## src/sv/sct_pkg.sv

```systemverilog
// Shared constants, types and elaboration-time helpers for the sine/cosine series unit.
// No dependencies; every other file of the unit imports this package.
package sct_pkg;

    localparam int ANGLE_W = 22;
    localparam int VALUE_W = 24;

    localparam int SERIES_TERMS_DEF  = 4;
    localparam int FRACTION_BITS_DEF = 16;

    // 2*pi with 32 fraction bits.
    localparam longint unsigned TWO_PI_Q32 = 64'h6_487E_D511;

    // Operation selector codes.
    localparam logic OP_SINE   = 1'b0;
    localparam logic OP_COSINE = 1'b1;

    // Control that travels with every pipeline stage.
    typedef struct packed {
        logic valid;
        logic cosine;
        logic neg;
    } ctl_t;

    // 2*pi rounded half up to the given number of fraction bits.
    function automatic longint unsigned two_pi_fx(input int frac);
        return (TWO_PI_Q32 + (64'd1 << (31 - frac))) >> (32 - frac);
    endfunction

    // Number of quotient bits needed to reduce any angle magnitude by the divisor.
    function automatic int red_bits(input longint unsigned div);
        int qb;
        qb = 1;
        for (int b = 1; b < 48; b++) begin
            if ((div << b) <= (64'd1 << (ANGLE_W - 1))) begin
                qb = b + 1;
            end
        end
        return qb;
    endfunction

endpackage

```

## src/sv/sct_reduce.sv

```systemverilog
// Front end of the series unit: takes the angle magnitude and reduces it modulo 2*pi.
// Depends on sct_pkg; one restoring compare-and-subtract per reduction stage.
module sct_reduce #(
    parameter int FRAC = 16
) (
    input  logic                              clk,
    input  logic                              rst_n,
    input  logic                              en,
    input  logic                              in_valid,
    input  logic                              operation,
    input  logic signed [sct_pkg::ANGLE_W-1:0] angle,
    output sct_pkg::ctl_t                     ctl_out,
    output logic [FRAC+2:0]                   ax_out
);
    import sct_pkg::*;

    localparam longint unsigned TWO_PI = two_pi_fx(FRAC);
    localparam int QB  = red_bits(TWO_PI);
    localparam int AXW = FRAC + 3;
    localparam int RW  = (ANGLE_W > AXW) ? ANGLE_W : AXW;

    ctl_t            ctl_reg [0:QB];
    logic [RW-1:0]   rem_reg [0:QB];
    logic [ANGLE_W-1:0] angle_u;
    logic [ANGLE_W-1:0] mag_next;

    assign angle_u  = $unsigned(angle);
    assign mag_next = angle_u[ANGLE_W-1] ? (~angle_u + 1'b1) : angle_u;

    always_ff @(posedge clk or negedge rst_n)
    begin
        if (!rst_n)
        begin
            ctl_reg[0] <= '0;
        end
        else if (en)
        begin
            ctl_reg[0].valid  <= in_valid;
            ctl_reg[0].cosine <= (operation == OP_COSINE);
            ctl_reg[0].neg    <= angle_u[ANGLE_W-1];
        end
    end

    always_ff @(posedge clk)
    begin
        if (en)
        begin
            rem_reg[0] <= RW'(mag_next);
        end
    end

    for (genvar k = 1; k <= QB; k++)
    begin : g_stage
        localparam logic [RW-1:0] DIV = RW'(TWO_PI << (QB - k));
        logic [RW-1:0] rem_next;

        assign rem_next = (rem_reg[k-1] >= DIV) ? (rem_reg[k-1] - DIV) : rem_reg[k-1];

        always_ff @(posedge clk or negedge rst_n)
        begin
            if (!rst_n)
            begin
                ctl_reg[k] <= '0;
            end
            else if (en)
            begin
                ctl_reg[k] <= ctl_reg[k-1];
            end
        end

        always_ff @(posedge clk)
        begin
            if (en)
            begin
                rem_reg[k] <= rem_next;
            end
        end
    end

    assign ctl_out = ctl_reg[QB];
    assign ax_out  = AXW'(rem_reg[QB]);

endmodule

```

## config.mk

```make
export PLATFORM = sky130hd
export DESIGN_NAME = sct_reduce
export DESIGN_NICKNAME = d
export VERILOG_FILES = /design/src/sv/sct_pkg.sv /design/src/sv/sct_reduce.sv
export SDC_FILE = /design/constraint.sdc
export NUM_CORES = 1
export LEC_CHECK = 0
export ABC_AREA = 1
export BUFFER_PORTS_ARGS = -buffer_cell sky130_fd_sc_hd__buf_2
export CORE_MARGIN = 2
export CORE_UTILIZATION = 66
export CTS_CLUSTER_DIAMETER = 80
export DETAILED_ROUTE_END_ITERATION = 7
export GPL_TIMING_DRIVEN = 0
export HOLD_SLACK_MARGIN = 0.05
export PLACE_DENSITY = 0.94
export SLEW_MARGIN = 30
export SYNTH_ARGS = -nofsm -noshare
export SYNTH_HDL_FRONTEND = slang
export SYNTH_SLANG_ARGS = --single-unit
```

## constraint.sdc

```tcl
create_clock -name clk -period 4.8 [get_ports clk]
set_clock_uncertainty 0.2 [all_clocks]
set_input_delay 0.48 -clock clk [delete_from_list [all_inputs] [get_ports clk]]
set_output_delay 0.48 -clock clk [all_outputs]
set_load 0.01 [all_outputs]
```

==> out/results.tsv <==
stage	metric	value	unit
status	run status	completed	
synth	post-synth top area cell	edfxtp_1	
synth	Async SR Flop Fraction	12.4	%
clock_network	Clock Tree Buf Depth	2	
clock_network	latest clock arrival within the worst-skew pair	0.38	ns
clock_network	Hold Buf Count CTS	1	
worst_setup_path	CP delay by family, top	simple AND/OR/NAND/NOR gates	
sta	Pins Over Slew Limit	0	
sta	Slew headroom	63.6	%
synth	dominant synthesized flop cell	edfxtp_1	
synth	synthesized area	6230	µm²
clock_network	H-tree levels	3	
synth	synth top area cells	edfxtp_1 41%, nand2_1 16%, nor2_1 4.9%	
layout	Nets	889	
worst_setup_path	Worst setup SP type	flop	
place	hpwl dp	9.42	mm
sta	maximum clock frequency	445	MHz
grt	first-pass GRT wire length	21.0	mm
min_path	Hold EP	rem_reg[0][0]	
place	# port buffers	47	
sta	final hold violation count	0	
min_path	hold path depth	1	
synth	post-synth top area share	41.0	%
run	# Max-Cap Violations	0	
routing	Vias/cell	5.33	
power_and_ir_drop	PwrDens	333	nW/µm²
sta	final setup margin	2.56	ns
synth	Mapped Nets	829	
layout	fin cells	974	
clock_network	Worst-path clk slew	0.09	ns
min_path	Min-Delay Startpoint	angle[0]	
clock_network	TritonCTS Buffers	9	
floorplanning	row count	35	
floorplanning	Die W	101	µm
sta	Worst-Margin Slew	0.542	ns
synth	register area share after synthesis	45.8	%
synth	Yosys warnings	0	
min_path	HP Class	input port to flop	
worst_setup_path	CP Cell Sequence	ha_1 > nand3_1 > nor2_2 > nand3_4 > nand3_4 > buf_6 > nand2_1 > nand2_1 > nand2_1	
worst_setup_path	CP max FO	10	
clock_network	CTS tree	yes	
layout	layout cells sized above 1	14.3	%
floorplanning	die height	101	µm
routing	first-pass detailed-route iteration total	5	
routing	DR iter-0 viols	170	
power_and_ir_drop	peak supply drop	0.176	mV
synth	EDFF count, synth	85	
worst_setup_path	worst path required time	4.74	ns
clock_network	Root Driver	clkbuf_8	
worst_setup_path	flop-to-flop setup slack	2.56	ns
grt	largest net degree at the start of global routing	51	
power_and_ir_drop	Final Power	2.28	mW
worst_setup_path	CP Buf/Inv Count	1	
floorplanning	core area	9200	µm²
power_and_ir_drop	Leak	3.18	nW
clock_network	CTS Sinks	97	
synth	cells after synthesis	798	
worst_setup_path	Reg-to-Reg Start	rem_reg[2][0]	
worst_setup_path	Crit path largest cell delay	0.44	ns
floorplanning	initial core utilization	67.7	%
layout	antenna diode count	0	
grt	initial antenna violation count	0	
worst_setup_path	critical path arrival	2.18	ns
sta	Setup TNS	0	ns
sta	RSZ-0062 raised after global routing	no	
synth	#FFs+latches synth	97	
worst_setup_path	CP most frequent cell	nand2_1	
synth	Syn Area/Cell	7.81	µm²
worst_setup_path	Worst Setup End Kind	flop	
place	post-placement setup slack	2.43	ns
worst_setup_path	crit path kind	flop to flop	
routing	WL final	12.3	mm
routing	DRC	0	
floorplanning	Top Ports	49	
sta	setup violators final	0	
floorplanning	die area	10200	µm²
worst_setup_path	worst reg-to-reg path cell count	9	
grt	gr usage total	25.8	%
sta	part of the cycle the worst path needs	46.8	%
place	Final Wtd Congestion	0.939	
place	placed cells	957	
clock_network	post-cts repair resize count	0	
routing	via count	5189	
grt	Overflow after GRT	0	
grt	number of global-route vias before repair	5010	
worst_setup_path	slowest stage cell, crit path	edfxtp_1	
routing	Post-DRT Antenna Nets	0	
layout	Syn-to-layout area delta	9.80	%
synth	distinct cell type count after synthesis	38	
sta	min Tclk post-route	2.24	ns
clock_network	postcts setup bufs	0	
worst_setup_path	reg2reg end	rem_reg[3][12]	
routing	DR WL/cell	12.6	µm
layout	max reg flops	85	
layout make-up:
type                    instances  area (µm²)
plain buffers                  18         150
clock buffers                  10         128
clock inverters                 6        76.3
fillers                       713        2360
inverters                      92         348
multi-input cells             591        2880
flip-flops and latches         97        2850
well taps                     111         139
repair buffers                 49         268
synthesized netlist by cell type (4+ instances only):
master,n
nand3_1,59
nand3_4,4
dfrtp_1,12
inv_2,9
nor2_1,82
nand2_2,6
a21oi_1,16
nand4_1,16
buf_6,9
ha_1,4
xnor2_1,8
o21ai_0,32
o21ai_1,16
nand2_1,273
nor3_1,10
nor2_2,11
edfxtp_1,85
inv_1,81
xor2_1,32
layer usage:
| layer | wire, µm | vias up | global-route usage (%) |
|---|---|---|---|
| li1 | - | 2713 | - |
| met1 | 4820 | 2284 | 26.8 |
| met2 | 6570 | 157 | 49.5 |
| met3 | 472 | 35 | 3.45 |
| met4 | 415 | 0 | 14.3 |
| met5 | 0 | - | 0 |
report_power, final:
group	total (mW)	switching (mW)	internal, mW
sequential	1.15	0.0857	1.07
combinational	0.573	0.353	0.220
clock	0.551	0.302	0.249
cells in the final DEF, fill, tap and decap left out, types with 2 or more instances in the layout:
master    instances
a21oi_1          16
a21oi_2           3
buf_2            48
buf_4             4
buf_6             9
clkbuf_1          4
clkbuf_8          9
clkinv_4          3
dfrtp_1          12
edfxtp_1         85
ha_1              4
inv_1            81
inv_2             9
nand2_1         273
nand2_2           6
nand3_1          59
nand3_2           2
nand3_4           4
nand3b_1          2
nand4_1          16
nor2_1           82
nor2_2           11
nor2_4            3
nor3_1           10
o211ai_1          2
o21ai_0          32
o21ai_1          16
o21ai_2           3
xnor2_1           8
xor2_1           32
metrics by stage:
stage               utilization, %  hold slack [ns]  instance area (µm²)
detailed placement            72.1            0.166                 6630
finish                        74.4           0.0986                 6840
CTS                           74.4           0.0911                 6840
global route                  74.4            0.108                 6840
global placement              71.8            0.164                 6600
floorplan                        -          -0.0156                 6230
worst max-delay path by stage:
stage	from	end	slack (ns)	cells past startpoint
CTS	rem_reg[2][0]	rem_reg[3][12]	2.55	9
detailed placement	angle[0]	rem_reg[0][16]	2.43	11
global route	rem_reg[2][0]	rem_reg[3][12]	2.43	9
floorplan	angle[1]	rem_reg[0][16]	2.87	10
finish	rem_reg[2][0]	rem_reg[3][12]	2.56	9
global placement	en	ctl_reg[9]	2.09	3
kinds of logic (layout without fill, tap and decap cells):
logic type               Yosys count  count (layout)  synth area share [%]
AO/OA/AOI/OAI                     76              76                  6.77
XOR/XNOR                          41              41                  5.88
AND/OR/NAND/NOR                  469             469                  32.6
flip-flops                        97              97                  45.8
adder cells (fa/ha/maj)            4               4                 0.803
buffers and inverters            110             175                  7.99
multiplexers                       1               1                 0.181
Note: power is estimated with default switching activity, not from simulation.
