<file path="src/sv/sct_pkg.sv">
// Shared constants, types and elaboration-time helpers for the sine/cosine series unit.
// No dependencies; every other file of the unit imports this package.
package sct_pkg;

    localparam int ANGLE_W = 22;
    localparam int VALUE_W = 24;

    localparam int SERIES_TERMS_DEF  = 4;
    localparam int FRACTION_BITS_DEF = 16;

    // 2*pi with 32 fraction bits.
    localparam longint unsigned TWO_PI_Q32 = 64'h6_487E_D511;

    // Operation selector codes.
    localparam logic OP_SINE   = 1'b0;
    localparam logic OP_COSINE = 1'b1;

    // Control that travels with every pipeline stage.
    typedef struct packed {
        logic valid;
        logic cosine;
        logic neg;
    } ctl_t;

    // 2*pi rounded half up to the given number of fraction bits.
    function automatic longint unsigned two_pi_fx(input int frac);
        return (TWO_PI_Q32 + (64'd1 << (31 - frac))) >> (32 - frac);
    endfunction

    // Number of quotient bits needed to reduce any angle magnitude by the divisor.
    function automatic int red_bits(input longint unsigned div);
        int qb;
        qb = 1;
        for (int b = 1; b < 48; b++) begin
            if ((div << b) <= (64'd1 << (ANGLE_W - 1))) begin
                qb = b + 1;
            end
        end
        return qb;
    endfunction

endpackage

</file>
<file path="src/sv/sct_step.sv">
// One step of the series recurrence: multiply by |x| with rounding, then divide by n.
// Depends on sct_pkg; two register stages, and the running sum is updated on even steps.
module sct_step #(
    parameter int FRAC = 16,
    parameter int STEP = 0
) (
    input  logic                   clk,
    input  logic                   rst_n,
    input  logic                   en,
    input  sct_pkg::ctl_t          ctl_in,
    input  logic [FRAC+7:0]        t_in,
    input  logic [FRAC+2:0]        ax_in,
    input  logic signed [FRAC+11:0] sum_in,
    output sct_pkg::ctl_t          ctl_out,
    output logic [FRAC+7:0]        t_out,
    output logic [FRAC+2:0]        ax_out,
    output logic signed [FRAC+11:0] sum_out
);
    import sct_pkg::*;

    localparam int TW  = FRAC + 8;
    localparam int AXW = FRAC + 3;
    localparam int SW  = FRAC + 12;
    localparam int PW  = TW + AXW;
    localparam int AW  = FRAC + 10;
    localparam int SH  = AW + 5;
    localparam int MW  = SH + 1;
    localparam int QW  = AW + MW;

    localparam int N_SIN = STEP + 2;
    localparam int N_COS = STEP + 1;
    localparam logic [MW-1:0] M_SIN = MW'(((64'd1 << SH) + N_SIN - 1) / N_SIN);
    localparam logic [MW-1:0] M_COS = MW'(((64'd1 << SH) + N_COS - 1) / N_COS);
    localparam logic [AW-1:0] H_SIN = AW'(N_SIN / 2);
    localparam logic [AW-1:0] H_COS = AW'(N_COS / 2);
    localparam logic [PW-1:0] RND   = PW'(1) << (FRAC - 1);
    localparam bit ACC = (STEP % 2) == 0;
    localparam bit SUB = ((STEP / 2) % 2) == 1;

    ctl_t                   ctl1_reg;
    ctl_t                   ctl2_reg;
    logic [PW-1:0]          prod_reg;
    logic [PW-1:0]          prod_next;
    logic [AXW-1:0]         ax1_reg;
    logic [AXW-1:0]         ax2_reg;
    logic signed [SW-1:0]   sum1_reg;
    logic signed [SW-1:0]   sum1_next;
    logic signed [SW-1:0]   sum2_reg;
    logic [QW-1:0]          quo_reg;
    logic [QW-1:0]          quo_next;
    logic [AW-1:0]          num;
    logic [MW-1:0]          recip;

    assign prod_next = PW'(t_in) * PW'(ax_in) + RND;

    always_comb
    begin
        sum1_next = sum_in;
        if (ACC)
        begin
            if (SUB)
            begin
                sum1_next = sum_in - $signed(SW'(t_in));
            end
            else
            begin
                sum1_next = sum_in + $signed(SW'(t_in));
            end
        end
    end

    // The reciprocal is exact for every numerator this stage can see.
    assign num      = AW'(prod_reg >> FRAC) + (ctl1_reg.cosine ? H_COS : H_SIN);
    assign recip    = ctl1_reg.cosine ? M_COS : M_SIN;
    assign quo_next = QW'(num) * QW'(recip);

    always_ff @(posedge clk or negedge rst_n)
    begin
        if (!rst_n)
        begin
            ctl1_reg <= '0;
            ctl2_reg <= '0;
        end
        else if (en)
        begin
            ctl1_reg <= ctl_in;
            ctl2_reg <= ctl1_reg;
        end
    end

    always_ff @(posedge clk)
    begin
        if (en)
        begin
            prod_reg <= prod_next;
            ax1_reg  <= ax_in;
            sum1_reg <= sum1_next;
            quo_reg  <= quo_next;
            ax2_reg  <= ax1_reg;
            sum2_reg <= sum1_reg;
        end
    end

    assign ctl_out = ctl2_reg;
    assign t_out   = TW'(quo_reg >> SH);
    assign ax_out  = ax2_reg;
    assign sum_out = sum2_reg;

endmodule

</file>
<file path="config.mk">
export PLATFORM = sky130hd
export DESIGN_NAME = sct_step
export DESIGN_NICKNAME = d
export VERILOG_FILES = /design/src/sv/sct_pkg.sv /design/src/sv/sct_step.sv
export SDC_FILE = /design/constraint.sdc
export NUM_CORES = 1
export LEC_CHECK = 0
export ABC_AREA = 1
export BUFFER_PORTS_ARGS = -buffer_cell sky130_fd_sc_hd__clkbuf_2
export CORE_ASPECT_RATIO = 0.8
export CORE_MARGIN = 2
export CORE_UTILIZATION = 41
export DETAILED_ROUTE_END_ITERATION = 10
export PLACE_DENSITY = 0.6
export SLEW_MARGIN = 10
export SYNTH_ARGS = -nofsm -noshare
export SYNTH_HDL_FRONTEND = slang
export SYNTH_SLANG_ARGS = --single-unit
</file>
<file path="constraint.sdc">
create_clock -name clk -period 5.1 [get_ports clk]
set_input_delay 1.02 -clock clk [delete_from_list [all_inputs] [get_ports clk]]
set_output_delay 1.02 -clock clk [all_outputs]
set_load 0.005 [all_outputs]
</file>
==> qor.txt <==
CTS tree - built
CTS Buf Count - 17
Clk buf depth - 2
Crit-path cells - clkbuf_16 -> buf_16 -> buf_12 -> nand2_2 -> inv_1 -> fa_1 -> inv_2 -> fa_2 -> fa_1 -> fa_2 -> inv_2 -> fa_2 -> fa_1 -> fa_2 -> ha_4 -> buf_12 -> nand2_8 -> o21ai_4 -> a21oi_2 -> nand2_2 -> nand2_2 -> nand2_2 -> buf_6 -> xor2_2
Final hold violation count - 0
Post-synthesis average cell area - 8.23 µm²
R2R Setup Slk - 310 ps
Crit path arrival time - 6280 ps
CP endpoint kind - flop
H-tree depth - 4
CTS root buffer - clkbuf_16
Kind of cell adding the most delay to the critical path - adder cells
Yosys reg bits - 149
Area growth syn-to-layout - 31.3%
Buf/Inv on CP - 8
FFs w/ async S/R, synth - 4.03%
Max-cap violations - 0
Met2 usage - 36.8%
Synth unique cells - 45
Slew at the pin closest to its max-slew limit - 761 ps
Clock Latency Late Sink - 490 ps
Hold WC Path Type - input pin to asynchronous set/reset pin
Via count - 20200
CTS clk-pin slew, worst paths - 80 ps
Routability cong. - 1.10
Yosys top cell by area - fa_1
Sink Count - 149
Die height - 220 µm
IO buf count - 150
Total GRT Usage - 23.9%
Yosys warning count - 0
Main synth FF type - edfxtp_1
Max Slew Vio Count - 0
N_diodes - 0
# nets final - 4011
Drt initial violations - 1564
Post-place setup slack - -1740 ps
Top cells by count, synth - nand2_1, inv_1, fa_1, ha_1, edfxtp_1
Final min period - 6040 ps
Share of cells above drive strength 1 - 26.3%
Die W - 274 µm
Fmax - 166 MHz
Final worst slack - -939 ps
I/O pin count - 151
Initial Util - 41.4%
Post-DRT Antenna Nets - 0
Setup Skew - 11.9 ps
Grt met3 use - 5.37%
Post-synthesis sequential area ratio - 18.5%
Slowest CP cell - fa_2
Synth Instances - 2912
Startpoint types - input pin
Setup violations, final - 25
Design area - 31500 µm²
Slew HR - 49.2%
Final HPWL DP - 55.5 mm
GRT overflow - 0
EDFF count, synth - 143
Vias per cell - 4.92
Worst R2R Path Depth - 27
Failing checks - negative setup slack
Mapped Area - 24000 µm²
Largest stage delay, worst path - 560 ps
First-pass GRT wire length - 112 mm
Status - complete, but fails checks
Yosys top cell area share - 31.5%
Top-count cell post-synth - nand2_1
Crit Path Max Fanout - 4
Vias in the first global route - 21100
Largest net degree at the start of global routing - 85
Rows - 79
Fillers - 5221
DR pass1 iterations - 6
Area contributors post-synth - fa_1, edfxtp_1, nand2_1
CP Data Required Time - 5340 ps
Ratio of final minimum period to clock period - 118%
Wire per inst - 17.3 µm
Critical setup path kind - input pin to flop
DRT Wirelength - 71.2 mm
Core ar. - 57900 µm²
Die area - 60400 µm²
GRT busiest layer - met2
Initial antenna violation count - 0
R2r endpoint - quo_reg[54]
Setup repair after global routing missed its margin - true
FF-to-FF Start - ctl1_reg[1]
Met1 Resource Use GR - 34.4%
DRC viols - 0
Placed instance area - 28200 µm²
-- layout by cell type, fill, tap and decap left out, types with 20 or more instances in the layout --
cell type / netlist / final
nand2_4: 0 / 34
nor2_2: 7 / 23
inv_1: 758 / 712
buf_4: 2 / 246
nand2_2: 4 / 69
edfxtp_1: 143 / 143
nor2_1: 135 / 92
ha_1: 228 / 175
buf_6: 0 / 37
ha_4: 0 / 50
a21oi_1: 83 / 57
nand2_1: 763 / 661
fa_2: 0 / 30
nor2_4: 1 / 28
clkbuf_16: 0 / 31
buf_12: 0 / 33
xnor2_1: 22 / 22
fa_1: 377 / 347
o21ai_0: 67 / 50
inv_2: 1 / 46
clkbuf_2: 0 / 120
xor2_1: 55 / 47
nand3_1: 58 / 49
nand4_1: 20 / 20
-- timing repair --
action,4_1_cts,5_1_grt
resized for setup,201,274
setup endpoints to repair,25,27
hold buffers,0,0
pin swaps,77,158
gates cloned,4,10
setup buffers,32,35
-- worst register-to-register path, cell delays in order (launching register included) --
cell      delay, ps
dfrtp_1         400
inv_2            60
nand2_1          60
inv_1           120
ha_1            230
nand2_1         110
nor2_4          130
nand3_4         120
nor2_2          140
nand4_2         120
nor2_2          130
xor2_1           90
nor2_1          110
ha_1            150
inv_1            50
fa_1            500
inv_1            50
ha_1            290
ha_1            300
ha_1            340
nand2_1         130
nor2_1          160
nand2_1         130
o311ai_4        320
buf_4           170
inv_1            30
nand3_1          50
nand2_1          60
-- cell families (layout without fill, tap and decap cells) --
| kind of cell | count (synthesis) | in the layout | share of synthesized area (%) |
|---|---|---|---|
| buf+inv | 851 | 1265 | 13.4 |
| other cells | 2 | 18 | 0.0313 |
| flops | 149 | 149 | 18.5 |
| simple gates | 1027 | 1027 | 17.2 |
| compound gates | 201 | 201 | 4.65 |
| xor+xnor | 77 | 77 | 2.81 |
| fa+ha+maj | 605 | 605 | 43.4 |
-- per-stage QoR --
step	hold WS [ps]	instances	setup TNS [ps]	util, %
2_1_floorplan	400	2928	-22740	-
3_3_place_gp	400	4000	-37690	48.8
3_5_place_dp	406	4000	-38640	48.8
4_1_cts	338	4068	-19580	51.8
5_1_grt	350	4111	-23750	54.3
6_report	361	4111	-20040	54.3
-- layer usage --
layer	part of all wire, %	up-vias
met2	43	692
met1	47	9957
li1	-	9505
met4	1.6	0
met3	8.4	81
met5	0	-
-- how the worst max path moves through the flow --
stage              from           end  slack (ps)  cells after the start
6_report       ax_in[7]  prod_reg[21]        -940                     24
5_1_grt        t_in[14]  prod_reg[38]       -1060                     25
4_1_cts        ax_in[7]  prod_reg[38]        -890                     20
3_5_place_dp   ax_in[9]  prod_reg[38]       -1740                     23
3_3_place_gp   ax_in[9]  prod_reg[38]       -1690                     23
2_1_floorplan   t_in[8]  prod_reg[34]       -1040                     21
-- cell type report --
| cell class | count | area [µm²] | area share, % |
|---|---|---|---|
| sequential | 149 | 4440 | 14.1 |
| tap | 769 | 962 | 3.06 |
| timing repair buffer | 474 | 4250 | 13.5 |
| clock buffer | 17 | 425 | 1.35 |
| multi-input combinational | 1928 | 18300 | 58.3 |
| clock inverter | 15 | 176 | 0.561 |
| inverter | 759 | 2850 | 9.07 |
Power is left out: the tool's default activity adds up to more than one toggle a clock period on the data nets, which glitch-free logic cannot reach.
