## src/sv/sct_pkg.sv

```systemverilog
// Shared constants, types and elaboration-time helpers for the sine/cosine series unit.
// No dependencies; every other file of the unit imports this package.
package sct_pkg;

    localparam int ANGLE_W = 22;
    localparam int VALUE_W = 24;

    localparam int SERIES_TERMS_DEF  = 4;
    localparam int FRACTION_BITS_DEF = 16;

    // 2*pi with 32 fraction bits.
    localparam longint unsigned TWO_PI_Q32 = 64'h6_487E_D511;

    // Operation selector codes.
    localparam logic OP_SINE   = 1'b0;
    localparam logic OP_COSINE = 1'b1;

    // Control that travels with every pipeline stage.
    typedef struct packed {
        logic valid;
        logic cosine;
        logic neg;
    } ctl_t;

    // 2*pi rounded half up to the given number of fraction bits.
    function automatic longint unsigned two_pi_fx(input int frac);
        return (TWO_PI_Q32 + (64'd1 << (31 - frac))) >> (32 - frac);
    endfunction

    // Number of quotient bits needed to reduce any angle magnitude by the divisor.
    function automatic int red_bits(input longint unsigned div);
        int qb;
        qb = 1;
        for (int b = 1; b < 48; b++) begin
            if ((div << b) <= (64'd1 << (ANGLE_W - 1))) begin
                qb = b + 1;
            end
        end
        return qb;
    endfunction

endpackage

```

## src/sv/sct_output.sv

```systemverilog
// Back end of the series unit: adds the last term, applies the sine sign and saturates.
// Depends on sct_pkg; two register stages, the second being the output register.
module sct_output #(
    parameter int FRAC  = 16,
    parameter int TERMS = 4
) (
    input  logic                              clk,
    input  logic                              rst_n,
    input  logic                              en,
    input  sct_pkg::ctl_t                     ctl_in,
    input  logic [FRAC+7:0]                   t_in,
    input  logic signed [FRAC+11:0]           sum_in,
    output logic                              out_valid,
    output logic signed [sct_pkg::VALUE_W-1:0] value
);
    import sct_pkg::*;

    localparam int SW = FRAC + 12;
    localparam int XW = (SW > VALUE_W) ? SW : VALUE_W;
    localparam bit SUB = (TERMS % 2) == 1;
    localparam logic signed [XW-1:0] VMAX = XW'((64'd1 << (VALUE_W - 1)) - 1);
    localparam logic signed [XW-1:0] VMIN = -VMAX - XW'(1);

    ctl_t                      ctl_a_reg;
    logic signed [SW-1:0]      sum_a_reg;
    logic signed [SW-1:0]      sum_a_next;
    logic signed [SW-1:0]      signed_sum;
    logic signed [XW-1:0]      wide_sum;
    logic signed [VALUE_W-1:0] value_next;
    logic signed [VALUE_W-1:0] value_reg;
    logic                      out_valid_reg;

    assign sum_a_next = SUB ? (sum_in - $signed(SW'(t_in))) : (sum_in + $signed(SW'(t_in)));

    // Sine is odd in the angle, cosine is even.
    assign signed_sum = (!ctl_a_reg.cosine && ctl_a_reg.neg) ? -sum_a_reg : sum_a_reg;
    assign wide_sum   = XW'(signed_sum);

    always_comb
    begin
        if (wide_sum > VMAX)
        begin
            value_next = VALUE_W'(VMAX);
        end
        else if (wide_sum < VMIN)
        begin
            value_next = VALUE_W'(VMIN);
        end
        else
        begin
            value_next = VALUE_W'(wide_sum);
        end
    end

    always_ff @(posedge clk or negedge rst_n)
    begin
        if (!rst_n)
        begin
            ctl_a_reg     <= '0;
            out_valid_reg <= 1'b0;
        end
        else if (en)
        begin
            ctl_a_reg     <= ctl_in;
            out_valid_reg <= ctl_a_reg.valid;
        end
    end

    always_ff @(posedge clk)
    begin
        if (en)
        begin
            sum_a_reg <= sum_a_next;
            value_reg <= value_next;
        end
    end

    assign out_valid = out_valid_reg;
    assign value     = value_reg;

endmodule
```

## config.mk

```make
export PLATFORM = sky130hd
export DESIGN_NAME = sct_output
export DESIGN_NICKNAME = d
export VERILOG_FILES = /design/src/sv/sct_pkg.sv /design/src/sv/sct_output.sv
export SDC_FILE = /design/constraint.sdc
export NUM_CORES = 1
export LEC_CHECK = 0
export BUFFER_PORTS_ARGS = -buffer_cell sky130_fd_sc_hd__clkbuf_2
export CAP_MARGIN = 0
export CORE_MARGIN = 8
export CORE_UTILIZATION = 32
export DETAILED_ROUTE_END_ITERATION = 12
export PLACE_DENSITY_LB_ADDON = 0.1
export SLEW_MARGIN = 20
export SYNTH_ARGS = -nofsm -noshare
export SYNTH_HDL_FRONTEND = slang
export SYNTH_SLANG_ARGS = --single-unit
```

## constraint.sdc

```tcl
create_clock -name clk -period 2.9 [get_ports clk]
set_clock_uncertainty 0.1 [all_clocks]
set_input_delay 0.58 -clock clk [delete_from_list [all_inputs] [get_ports clk]]
set_output_delay 0.58 -clock clk [all_outputs]
set_load 0.05 [all_outputs]
```

==> impl_table.tex, run 1 <==
\begin{tabular}{lr}
\hline
Metric & Value \\
\hline
\multicolumn{2}{l}{\textbf{Timing}} \\
Hold Fails Final Rpt & 0 \\
Actual transition at the worst max-transition pin & 767 ps \\
Slew Viols, Final & 0 \\
Period utilization & 98.6\% \\
Final setup violation count & 0 \\
Max Clock Freq & 350 MHz \\
Setup repair after global routing missed its margin & yes \\
Final critical-path required period & 2860 ps \\
Tightest slew margin relative to the limit & 48.9\% \\
Final Worst Setup Slack & 40.9 ps \\
Final sum of negative setup slack & 0 ps \\
\multicolumn{2}{l}{\textbf{Synthesis}} \\
Synthesized Nets & 506 \\
Unique masters post-synth & 55 \\
Post-synth top flop & edfxtp\_1 \\
Average cell area after synthesis & 9.79 sq um \\
Sequential element share of the synthesized area & 40.2\% \\
Synthesis warning total & 0 \\
Combined area of all synthesized cells & 4130 sq um \\
FF+latch count, synth & 56 \\
Share of flip-flops with an asynchronous set or reset & 7.14\% \\
Count of mapped cells out of synthesis & 422 \\
Post-synth EDFFs & 52 \\
\multicolumn{2}{l}{\textbf{Pwr}} \\
Share of power burned in the clock network & 19.6\% \\
Comb power frac & 43.6\% \\
Design Power & 3.11 mW \\
Switching part of the total power & 37.4\% \\
Total power density per cell area & 557 nW/um\^{}2 \\
Sequential share of power & 36.8\% \\
LEAKAGE & 2.27 nW \\
Internal cell power & 1.95 mW \\
Maximum vdd ir drop & 0.209 mV \\
Psw & 1.17 mW \\
\multicolumn{2}{l}{\textbf{Floorplanning}} \\
Overall die height & 130 um \\
Num rows & 41 \\
Die Footprint & 16800 sq um \\
Initial core utilization & 32.7\% \\
\# IOs & 83 \\
Die outline width & 130 um \\
Std-Cell Core Area & 12600 sq um \\
\multicolumn{2}{l}{\textbf{Global routing}} \\
Maximum number of pins on one net before global-route repair & 36 \\
Overflow after GRT & 0 \\
Number of antenna violations at the first check in global routing & 0 \\
Wire length of the first global-routing pass & 16800 um \\
Via count of the first global-routing pass & 3586 \\
Global-route usage over all layers & 12.1\% \\
\multicolumn{2}{l}{\textbf{CTS}} \\
CTS Buf Count & 5 \\
Clock network latency to the later pin of the worst-skew pair & 290 ps \\
CTS root buffer & clkbuf\_16 \\
Max H-tree Level & 2 \\
CTS clock-pin slew for the worst setup and hold paths & 70 ps \\
Number of sinks driven by the clock tree & 56 \\
Clock tree from TritonCTS & done \\
Largest buffer count on any clock path & 2 \\
\multicolumn{2}{l}{\textbf{Critical path}} \\
R2R cell count & 10 \\
R2R Setup Slk & 40 ps \\
Critical path launch point type & register \\
Maximum fanout encountered on the critical timing path & 35 \\
WS Path Type & register to register \\
Worst EP arrival & 2800 ps \\
Worst r2r dst & value[8] \\
Required time at the worst-slack endpoint & 2840 ps \\
Worst setup startpoint & sum\_a\_reg[5] \\
Critical Path Sink Type & register \\
Beginning of the worst register-to-register path & sum\_a\_reg[5] \\
\multicolumn{2}{l}{\textbf{Route}} \\
Total Wirelength & 10300 um \\
DRT iter0 DRCs & 217 \\
DR vias & 3611 \\
Via/cell ratio & 4.94 \\
Pre-Repair DR Iteration Count & 4 \\
Mean routed wirelength per cell & 14.1 um \\
Remaining DRCs & 0 \\
Post-route ant nets & 0 \\
\multicolumn{2}{l}{\textbf{Finish}} \\
Final net count & 642 \\
Max FFs per register & 28 \\
Area Overhead vs Synth & 35.4\% \\
Number of fill cells & 1249 \\
Number of inserted diodes & 0 \\
Non-filler cells in the finished layout & 731 \\
Share of final-layout standard cells stronger than drive strength 1 & 36.3\% \\
\multicolumn{2}{l}{\textbf{Min path}} \\
Worst Hold End & ctl\_a\_reg[2] \\
Number of instances on the worst hold path & 1 \\
Worst Min Path Start & ctl\_a\_reg[2] \\
Path type of the worst min-delay path & register to register \\
\multicolumn{2}{l}{\textbf{Placed design}} \\
Final RePlAce weighted congestion & 0.873 \\
Placement-stage worst setup slack & -161 ps \\
Cell count after placement & 710 \\
Count of buffers inserted at the top-level ports & 82 \\
Post-detailed-placement half-perimeter wirelength & 8170 um \\
\multicolumn{2}{l}{\textbf{Status}} \\
Outcome & finished clean \\
\multicolumn{2}{l}{\textbf{Job}} \\
Count of maximum capacitance violations & 0 \\
\hline
\end{tabular}
power by group through the flow:
stage	Combinational (mW)	Clock (mW)	Sequential [mW]
global route	1.49	0.659	1.16
detailed placement	1.21	0	1.16
CTS	1.31	0.629	1.14
finish	1.36	0.610	1.15
floorplan	0.590	0	1.38
global placement	1.20	0	1.16
cell usage after synthesis, types with 2 or more instances:
| cell type | number | share of area, % |
|---|---|---|
| dfrtp_1 | 4 | 2.4 |
| inv_1 | 10 | 0.91 |
| or2_2 | 4 | 0.61 |
| o21a_1 | 5 | 0.91 |
| ha_1 | 25 | 7.6 |
| o31ai_1 | 6 | 1.1 |
| o21ai_0 | 37 | 4.5 |
| nand4_1 | 6 | 0.91 |
| a21boi_0 | 2 | 0.36 |
| nand2b_1 | 6 | 0.91 |
| buf_6 | 2 | 0.55 |
| a31oi_1 | 7 | 1.1 |
| and2_1 | 2 | 0.30 |
| or4_1 | 2 | 0.36 |
| nor4_1 | 3 | 0.45 |
| o21ai_1 | 21 | 2.5 |
| nand2_1 | 15 | 1.4 |
| o211a_1 | 2 | 0.48 |
| xor2_1 | 17 | 3.6 |
| a41oi_1 | 2 | 0.42 |
| nor2b_1 | 3 | 0.45 |
| and3_1 | 3 | 0.45 |
| nand3_1 | 6 | 0.73 |
| a211oi_1 | 7 | 1.3 |
| o41ai_1 | 3 | 0.64 |
| xnor2_1 | 30 | 6.4 |
| a21o_1 | 11 | 2.0 |
| nor3_1 | 6 | 0.73 |
| or4_4 | 2 | 0.55 |
| edfxtp_1 | 52 | 38 |
| clkbuf_1 | 11 | 1.0 |
| o21bai_1 | 4 | 0.73 |
| or3_1 | 3 | 0.45 |
| a21oi_1 | 52 | 6.3 |
| mux2_2 | 4 | 1.1 |
| nor2_1 | 28 | 2.5 |
cell families (layout without fill, tap and decap cells):
| logic type | Yosys count | after routing | share of synthesized area (%) |
|---|---|---|---|
| compound gates | 164 | 164 | 23.9 |
| xor+xnor | 48 | 48 | 10.4 |
| simple gates | 97 | 98 | 13.3 |
| mux | 5 | 5 | 1.33 |
| buf+inv | 26 | 162 | 2.85 |
| fa+ha+maj | 26 | 26 | 8.06 |
| flops | 56 | 56 | 40.2 |
cell usage in the layout (no fill, tap or decap), types with 6 or more instances in the layout:
cell and n:
a211oi_1 7, clkbuf_2 82, o21ai_0 28, ha_1 24, edfxtp_1 52, nand2b_1 6
xor2_1 17, inv_1 8, a21oi_1 34, nand3_1 6, buf_4 52, nor2_1 28
nand4_1 6, xnor2_1 28, buf_6 6, nand2_1 14, a21oi_2 18, a21o_1 11
o21ai_1 29
timing repair:
item,in CTS,in global routing
pin swaps,3,16
gates cloned,2,1
gates resized for setup,32,27
setup endpoints to repair,22,25
setup buffers,4,9
hold buffers,1,0
hold endpoints to repair,4,0
final cells by class:
type                    count  area, sq um  share of cell area (%)
inverters                  10         37.5                   0.671
clock buffers               7          143                    2.55
repair buffers            144          946                    16.9
clock inverters             1         7.51                   0.134
well taps                 172          215                    3.85
flip-flops and latches     56         1660                    29.7
multi-input cells         341         2580                    46.2
worst max-delay path: stages (launching register included):
cell and delay (ps):
edfxtp_1 410, or4_4 600, buf_4 180, nor3_4 190, and4_1 260, a31oi_2 140
xnor2_2 160, buf_4 170, buf_12 170, a21oi_1 140, o21ai_1 70
how the worst max path moves through the flow:
stage	endpoint	slack, ps	cells past startpoint
floorplan	sum_a_reg[25]	3	9
global placement	sum_a_reg[25]	-140	9
detailed placement	sum_a_reg[25]	-160	9
CTS	value[19]	-20	12
global route	value[2]	-50	11
finish	value[8]	40	10
metrics by stage:
| stage | hold WS (ps) | cell area (sq um) | utilization (%) |
|---|---|---|---|
| 3_3_place_gp | 287 | 5100 | 40.4 |
| 5_1_grt | 420 | 5590 | 44.3 |
| 6_report | 408 | 5590 | 44.3 |
| 2_1_floorplan | 184 | 4130 | - |
| 4_1_cts | 413 | 5430 | 43.0 |
| 3_5_place_dp | 294 | 5100 | 40.4 |
routing by layer:
layer / wire length (um) / up-vias / global-route usage (%)
li1: - / 1870 / -
met1: 4730 / 1666 / 15.3
met2: 5090 / 68 / 20.9
met3: 399 / 7 / 1.81
met4: 103 / 0 / 3.48
met5: 0 / - / 0
(Power assumes the default switching activity.)
==> inputs of run 2 (changes only) <==
--- a/config.mk
+++ b/config.mk
@@ -8,7 +8,7 @@
 export BUFFER_PORTS_ARGS = -buffer_cell sky130_fd_sc_hd__clkbuf_2
 export CAP_MARGIN = 0
 export CORE_MARGIN = 8
-export CORE_UTILIZATION = 32
+export CORE_UTILIZATION = 40
 export DETAILED_ROUTE_END_ITERATION = 12
 export PLACE_DENSITY_LB_ADDON = 0.1
 export SLEW_MARGIN = 20
==> run 2 against run 1 <==
  * Combinational power fell by 7%
  * Design area fell by 5.1%
  * Critical path depth did not move
  * Setup slack got worse by 3.4 ps
  * Largest power group unchanged
  * Final cell count fell by 6.3%
  * Die area fell by 18%
  * Count of clock-buffer cells in the layout fell by 1
  * Global-route usage rose by 1.8 points
  * Fmax fell by 0.12%
  * Total power fell by 8.8%
  * Wire length fell by 6.1%
==> impl_table.tex, run 2 (synthesis gave the netlist of run 1 again) <==
\begin{tabular}{lr}
\hline
Metric & Value \\
\hline
\multicolumn{2}{l}{\textbf{Pwr}} \\
Switching part of the total power & 38.1\% \\
LEAKAGE & 2.18 nW \\
Design Power & 2.84 mW \\
Sequential share of power & 40.3\% \\
Comb power frac & 44.8\% \\
Total power density per cell area & 535 nW/um\^{}2 \\
Maximum vdd ir drop & 0.245 mV \\
Internal cell power & 1.76 mW \\
Share of power burned in the clock network & 14.9\% \\
Psw & 1.08 mW \\
\multicolumn{2}{l}{\textbf{Timing}} \\
Final Hold Slack & 404 ps \\
Period utilization & 98.7\% \\
Max Clock Freq & 349 MHz \\
Final critical-path required period & 2860 ps \\
Final setup violation count & 0 \\
Hold Fails Final Rpt & 0 \\
Tightest slew margin relative to the limit & 52.9\% \\
Setup repair after global routing missed its margin & yes \\
Slew Viols, Final & 0 \\
Actual transition at the worst max-transition pin & 706 ps \\
\multicolumn{2}{l}{\textbf{Floorplanning}} \\
Num rows & 37 \\
Overall die height & 118 um \\
Std-Cell Core Area & 10200 sq um \\
Die outline width & 118 um \\
\# IOs & 83 \\
Die Footprint & 13800 sq um \\
Initial core utilization & 40.6\% \\
\multicolumn{2}{l}{\textbf{CTS}} \\
CTS root buffer & clkbuf\_8 \\
CTS clock-pin slew for the worst setup and hold paths & 90 ps \\
Max H-tree Level & 2 \\
Clock network latency to the later pin of the worst-skew pair & 310 ps \\
CTS Buf Count & 5 \\
Number of sinks driven by the clock tree & 56 \\
Clock tree from TritonCTS & done \\
Largest buffer count on any clock path & 2 \\
\multicolumn{2}{l}{\textbf{Critical path}} \\
Worst r2r dst & value[14] \\
Critical Path Sink Type & register \\
WS Path Type & register to register \\
Required time at the worst-slack endpoint & 2950 ps \\
Critical path launch point type & register \\
Worst EP arrival & 2920 ps \\
Critical Path End & value[14] \\
Maximum fanout encountered on the critical timing path & 5 \\
R2R Setup Slk & 40 ps \\
Beginning of the worst register-to-register path & sum\_a\_reg[10] \\
Worst setup startpoint & sum\_a\_reg[10] \\
R2R cell count & 10 \\
\multicolumn{2}{l}{\textbf{Finish}} \\
Share of final-layout standard cells stronger than drive strength 1 & 31.5\% \\
Final net count & 632 \\
Most common cell after layout, fill and taps aside & clkbuf\_2 \\
Max FFs per register & 28 \\
Number of inserted diodes & 0 \\
Area of the multi-input gates & 2460 sq um \\
Number of fill cells & 988 \\
Most frequent cells in the layout & clkbuf\_2 (82), edfxtp\_1 (52), a21oi\_1 (49) \\
Area Overhead vs Synth & 28.5\% \\
Sequential standard cell area & 1660 sq um \\
\multicolumn{2}{l}{\textbf{Placed design}} \\
Post-detailed-placement half-perimeter wirelength & 7730 um \\
Count of buffers inserted at the top-level ports & 82 \\
Final RePlAce weighted congestion & 0.855 \\
\multicolumn{2}{l}{\textbf{Global routing}} \\
Overflow after GRT & 0 \\
Wire length of the first global-routing pass & 16500 um \\
Via count of the first global-routing pass & 3510 \\
Maximum number of pins on one net before global-route repair & 38 \\
Number of antenna violations at the first check in global routing & 0 \\
Global-route usage over all layers & 13.9\% \\
\multicolumn{2}{l}{\textbf{Status}} \\
Outcome & finished clean \\
\multicolumn{2}{l}{\textbf{Route}} \\
Total Wirelength & 9700 um \\
DRT iter0 DRCs & 105 \\
Via/cell ratio & 5.18 \\
Post-route ant nets & 0 \\
Mean routed wirelength per cell & 14.2 um \\
Remaining DRCs & 0 \\
Pre-Repair DR Iteration Count & 4 \\
DR vias & 3549 \\
\multicolumn{2}{l}{\textbf{Min path}} \\
Worst Min Path Start & ctl\_in[1] \\
Path type of the worst min-delay path & input pin to register \\
Number of instances on the worst hold path & 2 \\
\multicolumn{2}{l}{\textbf{Job}} \\
Count of maximum capacitance violations & 0 \\
\hline
\end{tabular}
## run 2: cell types whose count changed in the layout (fill, tap and decap cells not counted), moves of 4 or more
cell / previous run / this run
clkbuf_8: 1 / 6
a21oi_1: 34 / 49
buf_6: 6 / 2
a21oi_2: 18 / 3
buf_4: 52 / 44
clkbuf_16: 5 / 1
## run 2: per-stage QoR
| stage | util (%) | TNS [ps] | area, sq um | setup slack [ps] | cells |
|---|---|---|---|---|---|
| 3_3_place_gp | 48.9 | -317 | 4980 | -99.1 | 665 |
| 3_5_place_dp | 48.9 | -512 | 4980 | -114 | 665 |
| 5_1_grt | 52.1 | -380 | 5310 | -67.3 | 685 |
| 6_report | 52.1 | 0 | 5310 | 37.5 | 685 |
| 2_1_floorplan | - | 0 | 4130 | 3.18 | 422 |
| 4_1_cts | 51.1 | 0 | 5210 | 28.5 | 679 |
## run 2: cell type report
class | count | share of cell area [%]
multi-input cells | 341 | 46.3
flip-flops and latches | 56 | 31.3
repair buffers | 134 | 16.7
well taps | 136 | 3.21
clock buffers | 6 | 1.56
inverters | 10 | 0.707
clock inverters | 2 | 0.189
## run 2: critical path, stage by stage, from the launching register on
cell and delay, ps:
edfxtp_1 390, or4_4 590, nor4_4 380, mux2i_2 310, a2111oi_4 60, buf_6 150, nor3_4 240, buf_6 170
buf_16 110, a21oi_1 60, o21ai_1 140
## run 2: worst min path at each step
stage	slack, ps	endpoint
global placement	290	ctl_a_reg[1]
detailed placement	300	out_valid
floorplan	180	ctl_a_reg[0]
CTS	400	ctl_a_reg[1]
global route	390	ctl_a_reg[1]
finish	400	ctl_a_reg[1]
## run 2: timing repair
action / 4_1_cts / 5_1_grt
hold endpoints to repair: 4 / 0
hold buffers: 1 / 0
setup endpoints to repair: 16 / 24
resized for setup: 8 / 22
pin swaps: 1 / 2
setup buffers: 2 / 7
cloned: 3 / 0
## run 2: metal layers
metal  wire [um]  track usage (%)  share of wire [%]
met4         194             5.04                2.0
met5           0                0                  0
met3         390             2.88                4.0
met1        4410             16.8                 45
met2        4710             23.8                 49
## run 2: power groups by stage
stage / registers (mW) / clock network [mW] / logic (mW)
floorplan: 1.38 / 0 / 0.590
global placement: 1.16 / 0 / 1.16
detailed placement: 1.16 / 0 / 1.17
CTS: 1.14 / 0.441 / 1.24
global route: 1.16 / 0.467 / 1.39
finish: 1.14 / 0.423 / 1.27
